==> src/sv/dbwc_pkg.sv <==
// ----------------------------------------------------------------------------
// dbwc_pkg
// Types and fixed constants for the delay-based window controller.
// ----------------------------------------------------------------------------
`default_nettype none

package dbwc_pkg;

	localparam int WIN_W  = 32;
	localparam int TIME_W = 64;
	localparam int OUT_W  = 16;
	localparam int CFG_W  = 32;
	localparam int IDX_W  = 2;

	typedef logic [WIN_W-1:0]  win_t;
	typedef logic [TIME_W-1:0] time_t;

	// register indexes
	localparam logic [IDX_W-1:0] CFG_DELAY_THRESHOLD    = 2'd0;
	localparam logic [IDX_W-1:0] CFG_DECREASE_STEP      = 2'd1;
	localparam logic [IDX_W-1:0] CFG_INCREASE_NUMERATOR = 2'd2;
	localparam logic [IDX_W-1:0] CFG_INITIAL_WINDOW     = 2'd3;

	// event kinds
	localparam logic OP_SENT = 1'b0;
	localparam logic OP_ACK  = 1'b1;

	localparam logic [31:0] THRESH_RST   = 32'd80;
	localparam logic [15:0] INIT_WIN_RST = 16'd50;

endpackage

`default_nettype wire

==> src/sv/delay_based_window_controller.sv <==
// ----------------------------------------------------------------------------
// delay_based_window_controller
// Congestion window kept in fixed point; halves on timeout sends, steps down
// on high ack delay and grows by numerator / window on low ack delay.
// ----------------------------------------------------------------------------
// Usage:
//   Input channel (in_valid/in_ready) carries one event per beat: op,
//   timed_out, send_time, ack_time. Output channel (out_valid/out_ready)
//   returns one beat per event with window_whole, the integer window after
//   that event.
//   Configuration is written through cfg_we/cfg_index/cfg_data while idle;
//   writing initial_window also reloads the window.
//   A sent event passes the halve and done steps before out_valid. An
//   ack passes the delay compare, decrease and clamp steps, then the
//   divide and add steps when the delay is below the threshold, then done:
//   the increase is a restoring divide, one quotient bit per cycle through
//   the one shared add/subtract unit, which also does the decrease and the
//   saturating add. One event at a time; in_ready rises with out_valid.
//   The output register lets a new event be accepted while the last result
//   still waits; a finished event holds until that register is free, so a
//   stalled receiver stalls the block without loss.
//   Reset (arst_n low) loads the register reset values, sets the window to
//   initial_window shifted by FRACTION_BITS and empties the output.
// ----------------------------------------------------------------------------
`default_nettype none

module delay_based_window_controller
	import dbwc_pkg::*;
#(
	parameter int FRACTION_BITS = 16
) (
	input  wire logic              clk,
	input  wire logic              arst_n,
	input  wire logic              in_valid,
	output logic                   in_ready,
	input  wire logic              op,
	input  wire logic              timed_out,
	input  wire logic [TIME_W-1:0] send_time,
	input  wire logic [TIME_W-1:0] ack_time,
	output logic                   out_valid,
	input  wire logic              out_ready,
	output logic [OUT_W-1:0]       window_whole,
	input  wire logic              cfg_we,
	input  wire logic [IDX_W-1:0]  cfg_index,
	input  wire logic [CFG_W-1:0]  cfg_data
);

	localparam int DIV_W = WIN_W - FRACTION_BITS;
	localparam logic [63:0] ONE64    = 64'd1 << FRACTION_BITS;
	localparam win_t        ONE_FIX  = WIN_W'(ONE64);
	localparam logic [WIN_W:0] TWO_FIX = (WIN_W+1)'(ONE64 << 1);
	localparam win_t DEC_RST = WIN_W'((64'd6 * ONE64 + 64'd5) / 64'd10);
	localparam win_t INC_RST = WIN_W'((64'd39 * ONE64 + 64'd5) / 64'd10);
	localparam logic [63:0] WRST64 = 64'(INIT_WIN_RST) << FRACTION_BITS;
	localparam win_t WIN_RST = (WRST64 > 64'hFFFF_FFFF) ? '1 : WIN_W'(WRST64);

	localparam logic [2:0] S_IDLE  = 3'd0;
	localparam logic [2:0] S_HALF  = 3'd1;
	localparam logic [2:0] S_DELAY = 3'd2;
	localparam logic [2:0] S_DEC   = 3'd3;
	localparam logic [2:0] S_CLAMP = 3'd4;
	localparam logic [2:0] S_DIV   = 3'd5;
	localparam logic [2:0] S_ADD   = 3'd6;
	localparam logic [2:0] S_DONE  = 3'd7;

	logic [2:0]       state_q;
	win_t             thresh_q, step_q, incn_q, win_q;
	logic             tmo_q, gt_q, lt_q;
	time_t            send_q, ack_q;
	logic [DIV_W-1:0] dvsr_q, rem_q;
	win_t             quo_q;
	logic [5:0]       cnt_q;
	logic             out_valid_q;
	logic [OUT_W-1:0] out_q;

	// shared add/subtract unit
	logic [WIN_W:0]   alu_a, alu_b;
	logic             alu_sub;
	logic [WIN_W+1:0] alu_r;

	time_t            delay;
	logic [DIV_W:0]   rem_sh;
	logic [63:0]      load_w;
	win_t             load_sat;
	win_t             whole_shift;

	assign alu_r = alu_sub ? ({1'b0, alu_a} - {1'b0, alu_b}) : ({1'b0, alu_a} + {1'b0, alu_b});
	assign delay = ack_q - send_q;
	assign rem_sh = {rem_q, quo_q[WIN_W-1]};
	assign load_w = 64'(cfg_data[15:0]) << FRACTION_BITS;
	assign load_sat = (load_w > 64'hFFFF_FFFF) ? '1 : WIN_W'(load_w);
	assign whole_shift = win_q >> FRACTION_BITS;

	always_comb begin
		alu_a   = {1'b0, win_q};
		alu_b   = {1'b0, step_q};
		alu_sub = 1'b1;
		unique case (state_q)
			S_DIV: begin
				alu_a = (WIN_W+1)'(rem_sh);
				alu_b = (WIN_W+1)'(dvsr_q);
			end
			S_ADD: begin
				alu_b   = {1'b0, quo_q};
				alu_sub = 1'b0;
			end
			default: begin
			end
		endcase
	end

	assign in_ready     = (state_q == S_IDLE);
	assign out_valid    = out_valid_q;
	assign window_whole = out_q;

	always_ff @(posedge clk) begin
		if (in_valid && in_ready) begin
			tmo_q  <= timed_out;
			send_q <= send_time;
			ack_q  <= ack_time;
		end
		if (state_q == S_DONE && (!out_valid_q || out_ready))
			out_q <= whole_shift[OUT_W-1:0];
	end

	always_ff @(posedge clk or negedge arst_n) begin
		if (!arst_n) begin
			state_q     <= S_IDLE;
			thresh_q    <= THRESH_RST;
			step_q      <= DEC_RST;
			incn_q      <= INC_RST;
			win_q       <= WIN_RST;
			gt_q        <= 1'b0;
			lt_q        <= 1'b0;
			dvsr_q      <= '0;
			rem_q       <= '0;
			quo_q       <= '0;
			cnt_q       <= '0;
			out_valid_q <= 1'b0;
		end else begin
			// a done step refilling the register keeps it valid
			if (out_valid_q && out_ready && state_q != S_DONE)
				out_valid_q <= 1'b0;
			if (cfg_we) begin
				unique case (cfg_index)
					CFG_DELAY_THRESHOLD:    thresh_q <= cfg_data;
					CFG_DECREASE_STEP:      step_q   <= cfg_data;
					CFG_INCREASE_NUMERATOR: incn_q   <= cfg_data;
					CFG_INITIAL_WINDOW:     win_q    <= load_sat;
				endcase
			end
			unique case (state_q)
				S_IDLE: begin
					if (in_valid)
						state_q <= (op == OP_ACK) ? S_DELAY : S_HALF;
				end
				S_HALF: begin
					if (tmo_q && ({1'b0, win_q} > TWO_FIX))
						win_q <= win_q >> 1;
					state_q <= S_DONE;
				end
				S_DELAY: begin
					gt_q    <= delay > time_t'(thresh_q);
					lt_q    <= delay < time_t'(thresh_q);
					state_q <= S_DEC;
				end
				S_DEC: begin
					// borrow means step exceeds window: saturate at zero
					if (gt_q)
						win_q <= alu_r[WIN_W+1] ? '0 : alu_r[WIN_W-1:0];
					state_q <= S_CLAMP;
				end
				S_CLAMP: begin
					if (win_q < ONE_FIX) begin
						win_q  <= ONE_FIX;
						dvsr_q <= DIV_W'(1);
					end else begin
						dvsr_q <= whole_shift[DIV_W-1:0];
					end
					rem_q   <= '0;
					quo_q   <= incn_q;
					cnt_q   <= 6'(WIN_W);
					state_q <= lt_q ? S_DIV : S_DONE;
				end
				S_DIV: begin
					// restoring step; remainder stays below the divisor
					if (!alu_r[WIN_W+1]) begin
						rem_q <= alu_r[DIV_W-1:0];
						quo_q <= {quo_q[WIN_W-2:0], 1'b1};
					end else begin
						rem_q <= rem_sh[DIV_W-1:0];
						quo_q <= {quo_q[WIN_W-2:0], 1'b0};
					end
					cnt_q <= cnt_q - 6'd1;
					if (cnt_q == 6'd1)
						state_q <= S_ADD;
				end
				S_ADD: begin
					win_q   <= alu_r[WIN_W] ? '1 : alu_r[WIN_W-1:0];
					state_q <= S_DONE;
				end
				S_DONE: begin
					if (!out_valid_q || out_ready) begin
						out_valid_q <= 1'b1;
						state_q     <= S_IDLE;
					end
				end
			endcase
		end
	end

	a_div_count: assert property (@(posedge clk) disable iff (!arst_n)
		(state_q == S_DIV) |-> (cnt_q != 6'd0))
		else $error("divide running with zero count");

	a_add_after_div: assert property (@(posedge clk) disable iff (!arst_n)
		(state_q == S_ADD) |-> ($past(state_q) == S_DIV))
		else $error("add step not preceded by divide");

	a_div_clamped: assert property (@(posedge clk) disable iff (!arst_n)
		(state_q == S_DIV) |-> (win_q >= ONE_FIX && dvsr_q != '0))
		else $error("divide started on unclamped window");

	a_busy_after_accept: assert property (@(posedge clk) disable iff (!arst_n)
		(in_valid && in_ready) |=> (state_q != S_IDLE))
		else $error("accepted beat did not start work");

	a_out_from_done: assert property (@(posedge clk) disable iff (!arst_n)
		$rose(out_valid_q) |-> ($past(state_q) == S_DONE))
		else $error("result raised outside done step");

endmodule

`default_nettype wire
==> config.mk <==
export PLATFORM = sky130hd
export DESIGN_NAME = delay_based_window_controller
export DESIGN_NICKNAME = d
export VERILOG_FILES = /design/src/sv/dbwc_pkg.sv /design/src/sv/delay_based_window_controller.sv
export SDC_FILE = /design/constraint.sdc
export NUM_CORES = 1
export LEC_CHECK = 0
export ABC_AREA = 1
export BUFFER_PORTS_ARGS = -buffer_cell sky130_fd_sc_hd__buf_2
export CAP_MARGIN = 20
export CORE_MARGIN = 2
export CORE_UTILIZATION = 57
export CTS_BUF_LIST = sky130_fd_sc_hd__clkbuf_4 sky130_fd_sc_hd__clkbuf_8
export CTS_CLUSTER_DIAMETER = 120
export CTS_CLUSTER_SIZE = 30
export DETAILED_ROUTE_END_ITERATION = 8
export PLACE_DENSITY = 0.79
export SLEW_MARGIN = 20
export SYNTH_ARGS = -nofsm -noshare
export SYNTH_HDL_FRONTEND = slang
export SYNTH_SLANG_ARGS = --single-unit
==> constraint.sdc <==
create_clock -name clk -period 6.5 [get_ports clk]
set_clock_uncertainty 0.1 [all_clocks]
set_input_delay 1.3 -clock clk [delete_from_list [all_inputs] [get_ports clk]]
set_output_delay 1.3 -clock clk [all_outputs]
set_load 0.02 [all_outputs]
==> results.sh <==
export IMPL_antennaDiodeCount=0
export IMPL_routedWlPerCell_um=17.9
export IMPL_firstDrtPassIters=7
export IMPL_ioPinCount=187
export IMPL_cts_buffers=15
export IMPL_die_height_um=217
export IMPL_gr_total_overflow=0
export IMPL_syn_area_per_cell_um2=6.95
export IMPL_grtUsageTotal=0.338
export IMPL_peakVddDrop_uv=251
export IMPL_ys_warn_count=0
export IMPL_power_density_mw_per_mm2=138
export IMPL_die_w_um=217
export IMPL_setup_viol=0
export IMPL_cp_start_kind="flip-flop"
export IMPL_antenna_left=0
export IMPL_synth_compound_area_frac=0.139
export IMPL_synth_area_leaders="dfrtp_1 17%, nand2_1 17%, edfxtp_1 17%"
export IMPL_status="finished, final reports clean"
export IMPL_fin_crit_sh=0.786
export IMPL_hold_violations=0
export IMPL_drt_iter0_drc=2840
export IMPL_drv_slew=0
export IMPL_cp_data_required_time_ns=6.96
export IMPL_total_power_w=0.00382
export IMPL_syn_nets=4068
export IMPL_clockBufferDepth=3
export IMPL_coreArea_mm2=0.0452
export IMPL_max_stage_delay_ns=0.67
export IMPL_hold_path_class="reg2reg"
export IMPL_synth_area_mm2=0.0260
export IMPL_final_util=0.612
export IMPL_clk_pin_slew_worst_paths_ns=0.20
export IMPL_worst_pin_slew_ns=1.13
export IMPL_synth_seq_cells=349
export IMPL_synth_flop_cell="dfrtp_1"
export IMPL_synth_top_area_cell="dfrtp_1"
export IMPL_path_cells="inv_2 -> nor3_4 -> inv_2 -> nand2_1 -> inv_1 -> nand2_1 -> o221ai_1 -> ha_1 -> inv_1 -> fa_1 -> o21ai_2 -> a21boi_0 -> o21ai_1 -> nand2_1 -> nand2_1 -> nand2_1 -> nand2_1 -> xor2_1 -> nand2_1 -> a21oi_1 -> a21oi_1"
export IMPL_top_layer="met4"
export IMPL_start_util=0.574
export IMPL_wirelength_um=80000
export IMPL_cts_tree="yes"
export IMPL_grt_pass1_wl_um=126000
export IMPL_fmax_mhz=196
export IMPL_final_setup_tns_ns=0
export IMPL_drc=0
export IMPL_dr_wl_met3_um=7280
export IMPL_syn_instance_count=3732
export IMPL_layout_commonest_cell="nand2_1"
export IMPL_p_leak_nw=14.4
export IMPL_cts_resized=0
export IMPL_vias=24843
export IMPL_antenna_found_initial=0
export IMPL_synth_seq_area_share=0.366
export IMPL_synth_edf_count=145
export IMPL_cts_setup_buffers=0
export IMPL_fin_nets=4192
export IMPL_synthSimpleGateAreaFrac=0.282
export IMPL_crit_arrival_ns=5.57
export IMPL_postSynth_asyncResetShare=0.585
export IMPL_path_class="reg2reg"
export IMPL_synth_area_mux_share=0
export IMPL_cap_violations=0
export IMPL_rsz0062_at_grt="no"
export IMPL_dpl_instance_area_mm2=0.0274
export IMPL_slew_headroom=0.245
export IMPL_cpMostUsedCell="nand2_1"
export IMPL_timing_final_ws_setup_ns=1.39
export IMPL_vias_per_cell=5.56
export IMPL_die_area_mm2=0.0473
export IMPL_port_buffers=186
export IMPL_area_growth_syn_to_layout_pct=6.59
export IMPL_clkLatencyLatePin_ns=0.62
export IMPL_cp_end_kind="flip-flop"
export IMPL_grt_max_degree=130
export IMPL_cts_root_buf="clkbuf_8"
export IMPL_place_ws_ns=1.54
export IMPL_wl_met1_um=33600
export IMPL_final_cell_area_mm2=0.0277
export IMPL_finalCriticalPeriod_ns=5.11
export IMPL_worstPathMaxFanout=50
export IMPL_layout_common_cells="1,169 x nand2_1, 636 x inv_1, 278 x nor2_1, 227 x a21oi_1, 226 x o21ai_0"
export IMPL_dpl_hpwl_um=63200
export IMPL_cts_sinks=349
export IMPL_synth_top_family_by_area="simple AND/OR/NAND/NOR gates"
export IMPL_cts_htree_levels=1
export IMPL_place_congestion=1.05
export IMPL_grt_pass1_vias=23190
export IMPL_synth_cell_types=56
export IMPL_met2_length_um=35800
export IMPL_rows=78
export IMPL_synth_top_area_share=0.174
export IMPL_crit_slowest_cell="inv_2"
export IMPL_synth_xor_area_share=0.0172
export IMPL_drive_gt1_frac=0.0926
export IMPL_cts_hold_buf=0
export IMPL_synth_fa_ha_area_frac=0.0814
-- flip-flops by register name (all words and copies together) (netlist names) --
signal / flops
window_whole: 16
lt_q: 1
ack_q: 64
tmo_q: 1
thresh_q: 32
step_q: 32
rem_q: 16
win_q: 32
gt_q: 1
state_q: 3
quo_q: 32
out_valid: 1
cnt_q: 6
incn_q: 32
dvsr_q: 16
send_q: 64
-- routing by layer --
layer | up-vias | GRT usage
met3 | 211 | 0.0510
met4 | 0 | 0.126
met1 | 11302 | 0.466
li1 | 12179 | -
met5 | - | 0
met2 | 1151 | 0.540
-- worst max-delay path: cells and delay by family (launching register included) --
family | cells | cell delay (ns)
AOI/OAI and AO/OA | 6 | 1.29
xor gates and xnor gates | 1 | 0.34
adders and majority gates | 2 | 0.70
buffers and inverters | 4 | 1.37
DFF | 1 | 0.47
and+or+nand+nor | 8 | 0.74
-- path summary, 6_finish.rpt --
kind                                        startpoint                     end  slack, ns  cells after the start
worst max-delay path            state_q[2]$_DFFE_PN0P_     win_q[22]$_DFF_PN0_       1.39                     21
worst max register to register  state_q[2]$_DFFE_PN0P_     win_q[22]$_DFF_PN0_       1.39                     21
worst min-delay path            incn_q[14]$_DFFE_PN1P_  incn_q[14]$_DFFE_PN1P_       0.40                      2
min in group asynchronous                       arst_n    cnt_q[1]$_DFFE_PN0N_       0.66                      1
worst min register to register  incn_q[14]$_DFFE_PN1P_  incn_q[14]$_DFFE_PN1P_       0.40                      2
max in group asynchronous                       arst_n  incn_q[26]$_DFFE_PN0P_       4.34                      2
-- cell families after synthesis --
group,after synthesis
compound gates,628
xor+xnor,51
fa+ha+maj,167
buf+inv,765
flops,349
simple gates,1772
-- per-stage QoR --
| stage | cells | hold slack, ns |
|---|---|---|
| final | 4465 | 0.405 |
| after global routing | 4465 | 0.429 |
| after CTS | 4465 | 0.403 |
| after detailed placement | 4439 | 0.373 |
| after global placement | 4439 | 0.366 |
| after floorplan | 3732 | 0.344 |
-- power breakdown --
part | total [W] | internal (W) | switching (W)
clock network | 0.000942 | 0.000271 | 0.000671
registers | 0.00255 | 0.00243 | 0.000126
logic | 0.000328 | 0.000128 | 0.000200
total | 0.00382 | 0.00283 | 0.000996
-- cells in the mapped netlist, types with 16 or more instances --
cell         n
nor3_1      37
nor2_2      18
nand3_1    157
buf_2       20
o21ai_0    226
xor2_1      48
dfstp_2     24
edfxtp_1   145
ha_1       164
o21bai_1    17
nor2_1     282
dfrtp_1    180
nand4_1     43
o211ai_1    24
inv_2       27
a22oi_1     23
o22ai_1     16
o221ai_1    34
a21oi_1    227
inv_1      636
clkbuf_1    61
nand2_1   1171
-- area by class of cell --
cell class | instances | area, um2
fill | 4250 | 17500
multi-input combinational | 2618 | 13500
sequential | 349 | 9490
inverter | 665 | 2500
timing repair buffer | 207 | 1120
tap | 600 | 751
clock buffer | 23 | 267
clock inverter | 3 | 21.3
(Power assumes the default switching activity.)
